`src/hdl/qid_pkg.sv`:
```
// Shared types and constants for the quadtree image decoder.
// No dependencies.
package qid_pkg;

   localparam int LVL_W = 4;

   typedef enum logic [1:0] {
      OP_PUSH  = 2'd0,
      OP_PULL  = 2'd1,
      OP_START = 2'd2,
      OP_NONE  = 2'd3
   } qid_op_type;

   typedef enum logic [2:0] {
      ST_TAKEN   = 3'd0,
      ST_REFUSED = 3'd1,
      ST_PIXEL   = 3'd2,
      ST_NEED    = 3'd3,
      ST_DONE    = 3'd4,
      ST_LEVEL   = 3'd5,
      ST_RSV6    = 3'd6,
      ST_RSV7    = 3'd7
   } qid_status_type;

   typedef enum logic [2:0] {
      FSM_IDLE,
      FSM_NODE,
      FSM_PREAD,
      FSM_FIELD,
      FSM_RESP
   } qid_state_type;

   typedef struct packed {
      logic clear_all;
      logic load;
      logic shift;
      logic clear_field;
   } qid_bs_ctl_type;

   typedef struct packed {
      logic       has_bits;
      logic [7:0] acc;
      logic [3:0] cnt;
   } qid_bs_sts_type;

endpackage

```
`src/hdl/qid_bitser.sv`:
```
// Bit-serial field reader: byte buffer shifted out MSB first into a field accumulator.
// Depends on qid_pkg.
module qid_bitser (
   input  logic                    clock,
   input  logic                    reset,
   input  qid_pkg::qid_bs_ctl_type ctl,
   input  logic [7:0]              data_byte,
   output qid_pkg::qid_bs_sts_type sts
);
   logic [7:0] buf_ff, buf_in;
   logic [3:0] left_ff, left_in;
   logic [7:0] acc_ff, acc_in;
   logic [3:0] cnt_ff, cnt_in;

   always_comb begin
      buf_in  = buf_ff;
      left_in = left_ff;
      acc_in  = acc_ff;
      cnt_in  = cnt_ff;
      if (ctl.clear_all) begin
         buf_in  = 8'd0;
         left_in = 4'd0;
         acc_in  = 8'd0;
         cnt_in  = 4'd0;
      end else begin
         if (ctl.load) begin
            buf_in  = data_byte;
            left_in = 4'd8;
         end
         if (ctl.clear_field) begin
            acc_in = 8'd0;
            cnt_in = 4'd0;
         end else if (ctl.shift) begin
            acc_in  = {acc_ff[6:0], buf_ff[7]};
            cnt_in  = cnt_ff + 4'd1;
            buf_in  = {buf_ff[6:0], 1'b0};
            left_in = left_ff - 4'd1;
         end
      end
   end

   always_ff @(posedge clock) begin
      if (reset) begin
         buf_ff  <= 8'd0;
         left_ff <= 4'd0;
         acc_ff  <= 8'd0;
         cnt_ff  <= 4'd0;
      end else begin
         buf_ff  <= buf_in;
         left_ff <= left_in;
         acc_ff  <= acc_in;
         cnt_ff  <= cnt_in;
      end
   end

   assign sts.has_bits = (left_ff != 4'd0);
   assign sts.acc      = acc_ff;
   assign sts.cnt      = cnt_ff;

`ifndef SYNTHESIS
   a_shift_has_bits: assert property (@(posedge clock) disable iff (reset)
      ctl.shift && !ctl.clear_field && !ctl.clear_all |-> left_ff != 4'd0)
      else $error("shift with empty buffer");
   a_count_range: assert property (@(posedge clock) disable iff (reset)
      cnt_ff <= 4'd8)
      else $error("field count overflow");
   a_load_empty: assert property (@(posedge clock) disable iff (reset)
      ctl.load |-> left_ff == 4'd0)
      else $error("load over unread bits");
`endif
endmodule

```
`config.mk`:
```
export PLATFORM = sky130hd
export DESIGN_NAME = qid_bitser
export DESIGN_NICKNAME = d
export VERILOG_FILES = /design/src/hdl/qid_pkg.sv /design/src/hdl/qid_bitser.sv
export SDC_FILE = /design/constraint.sdc
export NUM_CORES = 1
export LEC_CHECK = 0
export BUFFER_PORTS_ARGS = -buffer_cell sky130_fd_sc_hd__buf_2
export CAP_MARGIN = 30
export CELL_PAD_IN_SITES_DETAIL_PLACEMENT = 0
export CELL_PAD_IN_SITES_GLOBAL_PLACEMENT = 2
export CORE_UTILIZATION = 25
export DETAILED_ROUTE_END_ITERATION = 16
export PLACE_DENSITY_LB_ADDON = 0.12
export SYNTH_ARGS = -nofsm -noshare
export SYNTH_HDL_FRONTEND = slang
export SYNTH_SLANG_ARGS = --single-unit
```
`constraint.sdc`:
```
create_clock -name clock -period 1.6 [get_ports clock]
set_clock_uncertainty 0.15 [all_clocks]
set_input_delay 0.16 -clock clock [delete_from_list [all_inputs] [get_ports clock]]
set_output_delay 0.16 -clock clock [all_outputs]
set_load 0.01 [all_outputs]
```
Word-level counts from Yosys, hierarchy flattened
Cells that the tools add are included.
- logic and storage cells: 15
- output and inout port bits: 13
- memory bits (writable): 0
- bits in latches: 0
- memories kept: 0
- input port bits: 14
- ROM bits: 0
- register bits: 24
- reduce and logical (&&, ||, !) cells: 3
- shifts and indexed selects: 0
- div/mod/pow operators: 0
- add/subtract/negate cells: 2
- magnitude comparators: 0
- multiply operators: 0
- equality and inequality tests: 0
- bitwise gates (word level): 0
- muxes and demuxes: 6
- operators with widths (cell ; count):
    8-bit 2-to-1 mux ; 3
    4-bit 2-to-1 mux ; 3
    4-bit by 1-bit adder with 4-bit output (second input constant) ; 1
    4-bit nonzero test ; 1
    4-bit by 1-bit subtractor with 4-bit output (second input constant) ; 1
    3-bit OR reduction ; 1
    2-bit OR reduction ; 1

Longest topological paths before layout
- depth in word-level cells: 3
- mapped depth: 4
- depth with buffers taken out: 4

Worst setup path after synthesis
No wires, ideal clock.
- kind: register to register
- from: reg left_ff[0]
- to: reg left_ff[2]
- path buffers: 0
- setup time: 79 ps
- setup slack: 361 ps
- clock period less this slack: 1239 ps
- cell stages (with the launch flop): 5
- required time: 1371 ps
- arrival time: 1009 ps
- path through: dfxtp_1 inv_1 ha_1 mux2_4 a211oi_2
- longest elaborated chain between the ends: 3
- RTL lines (element ; line ; source):
    start, declared ; qid_bitser.sv:11 ; logic [3:0] left_ff, left_in;
    start signal, assigned ; qid_bitser.sv:50 ; left_ff <= left_in;
    4-bit by 1-bit subtractor with 4-bit output ; qid_bitser.sv:37 ; left_in = left_ff - 4'd1;
    4-bit 2-to-1 mux ; qid_bitser.sv:33 ; end else if (ctl.shift) begin
    4-bit 2-to-1 mux ; qid_bitser.sv:30 ; if (ctl.clear_field) begin
Every way passes these cells.
A chain may end at the register's enable or synchronous reset.

==> metrics.txt <==
Vias per Instance 4.486; area fraction of the dominant cell type after synthesis a little under half; total placed instance area between 0.001 and 0.0015 sq mm; Critical Path Start Type flip-flop; Synth Net Count 121; DRT antenna net count 0; HPWL Detailed 1437 microns; CP Class reg -> out; die width 65.87 microns; CP delay by family, top flip-flops; cell area after synthesis ~0.0010 sq mm; Clk pin slew, worst setup/hold paths about 90 ps; pin count of the biggest net entering global routing 16; IO Count 27; Residual DRC 0; post-synthesis sequential area ratio between 40% and 50%; final wirelength 2039 microns; syn avg cell area 9.805 sq um; GPL Wtd Cong 0.7624; CP max FO 4; DR WL/cell roughly 11 microns; CP cell instances inv_1 -> ha_1 -> nand2_1 -> buf_2; fin crit period 1350 ps; Die H 65.87 microns; antenna fix cells 0; via count 803; synthesis warning total 0; outcome complete, no violations; CP max stage cell dfxtp_1; Initial Utilization a little over a quarter; hold path cells 3; CTS buffer count 3; Synth cell types 23; CTS tree built; Post-synth EDFFs 0; R2R Setup Slk roughly 300 ps; Worst VDD drop 0.4511 mV; Yosys reg bits 24; synth-to-layout area growth 24.54%; top_reg_cell synth dfxtp_1; WP data required 1290 ps; grt total ovfl 0; worst slew margin relative to its limit a little over two thirds; Max Buffers Root-to-Sink 2; worst slew pin tran 443.0 ps; RSZ-0062 raised after global routing false; Worst EP arrival 1040 ps; Worst Min Path Start data_byte[0]; Synth Area in Simple Gates between 10% and 20%; xor/xnor cell area share of the yosys netlist 2.577%; hold bufs inserted after CTS 0; DRT Pass-1 Iters 3; crit share post-route 84.38%; most frequent cells in the layout 26 x buf_2, 24 x dfxtp_1, 20 x nor2_1; CP peak stage delay 340 ps; Area contributors post-synth dfxtp_1 47%, mux2i_1 17%, nor2_1 7.4%; mux cell area share after synthesis 18.16%; DR iter-0 viols 19; Reg2Reg Launch Point left_ff[0]; Synth area leader dfxtp_1; Nets 149; H-tree levels 1; vias in the first global route 732; Post-CTS Setup Bufs 0; worst reg2reg endpoint left_ff[2]; Core Region about 0.0038 sq mm; largest family of logic cells by synthesized area multiplexers; clk_lat worst skew 260 ps; Hold WC Path Type in -> reg; Root Driver clkbuf_8; Pwr Density 992.5 mW/mm^2; Buf+Inv Stages, Crit Path 2; row count 22; CP endpoint kind output port; IO buf count 26; f_max ~740 MHz; Synth async-reset ratio 0%; fin area 0.001270 sq mm; post-synthesis compound-gate area fraction 7.853%; Pleak between 0.5 and 0.6 nW; post-route setup TNS 0 ps; Clock Sink Count 24; area share of fa/ha/maj cells after synthesis under 10%; first-pass GRT wire length 3325 microns; hold-critical path endpoint buf_ff[0]; post-cts gate resize count 0; final setup fails 0; GRT Total Usage between 10% and 20%; Worst R2R Path Depth 4; Final Hold Viols 0; Max Transition Viols Final 0; initial antenna violation count 0; share of cells above drive strength 1 27.48%; cell count after synthesis 104; most common cell after layout, fill and taps aside buf_2; die area 0.004338 sq mm; # Max-Cap Violations 0
[kinds of logic after synthesis]
logic type	Yosys count
DFF	24
AOI/OAI and AO/OA	11
xor gates and xnor gates	3
and+or+nand+nor	37
buffers and inverters	8
adders and majority gates	3
muxes	18
[stage by stage]
| stage | hold slack [ps] | util (%) | std cells | setup slack, ps | total power (W) |
|---|---|---|---|---|---|
| after floorplan | 188.0 | - | 104 | 361.5 | 0.0007089 |
| after global placement | 322.9 | 31.55 | 175 | 337.4 | 0.0007457 |
| after detailed placement | 336.3 | 31.55 | 175 | 313.0 | 0.0007467 |
| after CTS | 68.21 | 33.43 | 179 | 235.1 | 0.001283 |
| after global routing | 57.97 | 33.43 | 179 | 176.5 | 0.001325 |
| final | 73.30 | 33.43 | 179 | 249.9 | 0.001261 |
[sequential cells by signal, indices dropped and copies added, names as in the netlist]
signal   flops
buf_ff       8
left_ff      4
cnt_ff       4
acc_ff       8
[how the worst max path moves through the flow]
stage / start / endpoint / slack, ps / cells past startpoint
after detailed placement: left_ff[0] / left_ff[2] / 310 / 4
after global placement: left_ff[0] / left_ff[2] / 340 / 4
after global routing: left_ff[0] / sts[12] / 180 / 4
after floorplan: left_ff[0] / left_ff[2] / 360 / 4
final: left_ff[0] / sts[12] / 250 / 4
after CTS: left_ff[0] / sts[12] / 240 / 4
[synth_stat cells (2+ instances only)]
master	count
or3_1	3
clkbuf_1	2
mux2i_1	17
nor2_1	20
xor2_1	2
ha_1	3
dfxtp_1	24
nand2_1	3
a21oi_1	3
buf_2	3
a211oi_1	7
inv_1	2
nor3_1	4
nand2b_1	2
[report_power, final]
group	internal, W	leakage (nW)	switching, W
Clock	0.000334	0.0357	0.000195
Combinational	0.0000527	0.345	0.0000590
Sequential	0.000610	0.195	0.00000875
[worst reg2reg max path, delay by kind of cell, from the launching register on]
family | cells | cell delay, ps
compound gates | 1 | 200
buf+inv | 1 | 80
fa+ha+maj | 1 | 210
mux | 1 | 260
flops | 1 | 340
[per-layer routing]
layer  part of all wire, %  vias to the layer above  global-route usage, %
met5                     0                        -                      0
met4                   1.7                        0                  4.891
met3                   4.3                        4                  2.069
met2                    42                       17                  14.92
met1                    51                      372                  13.87
li1                      -                      410                      -
[final cells by class]
type                            instances  area (sq um)
Tap cell                               48         60.06
Clock inverter                          1         30.03
Timing Repair Buffer                   29         152.6
Inverter                                2         7.507
Clock buffer                            3         41.29
Sequential cell                        24         480.5
Fill cell                             418          2529
Multi-Input combinational cell         72         498.0
No activity file was read; power rests on OpenSTA's default activity.
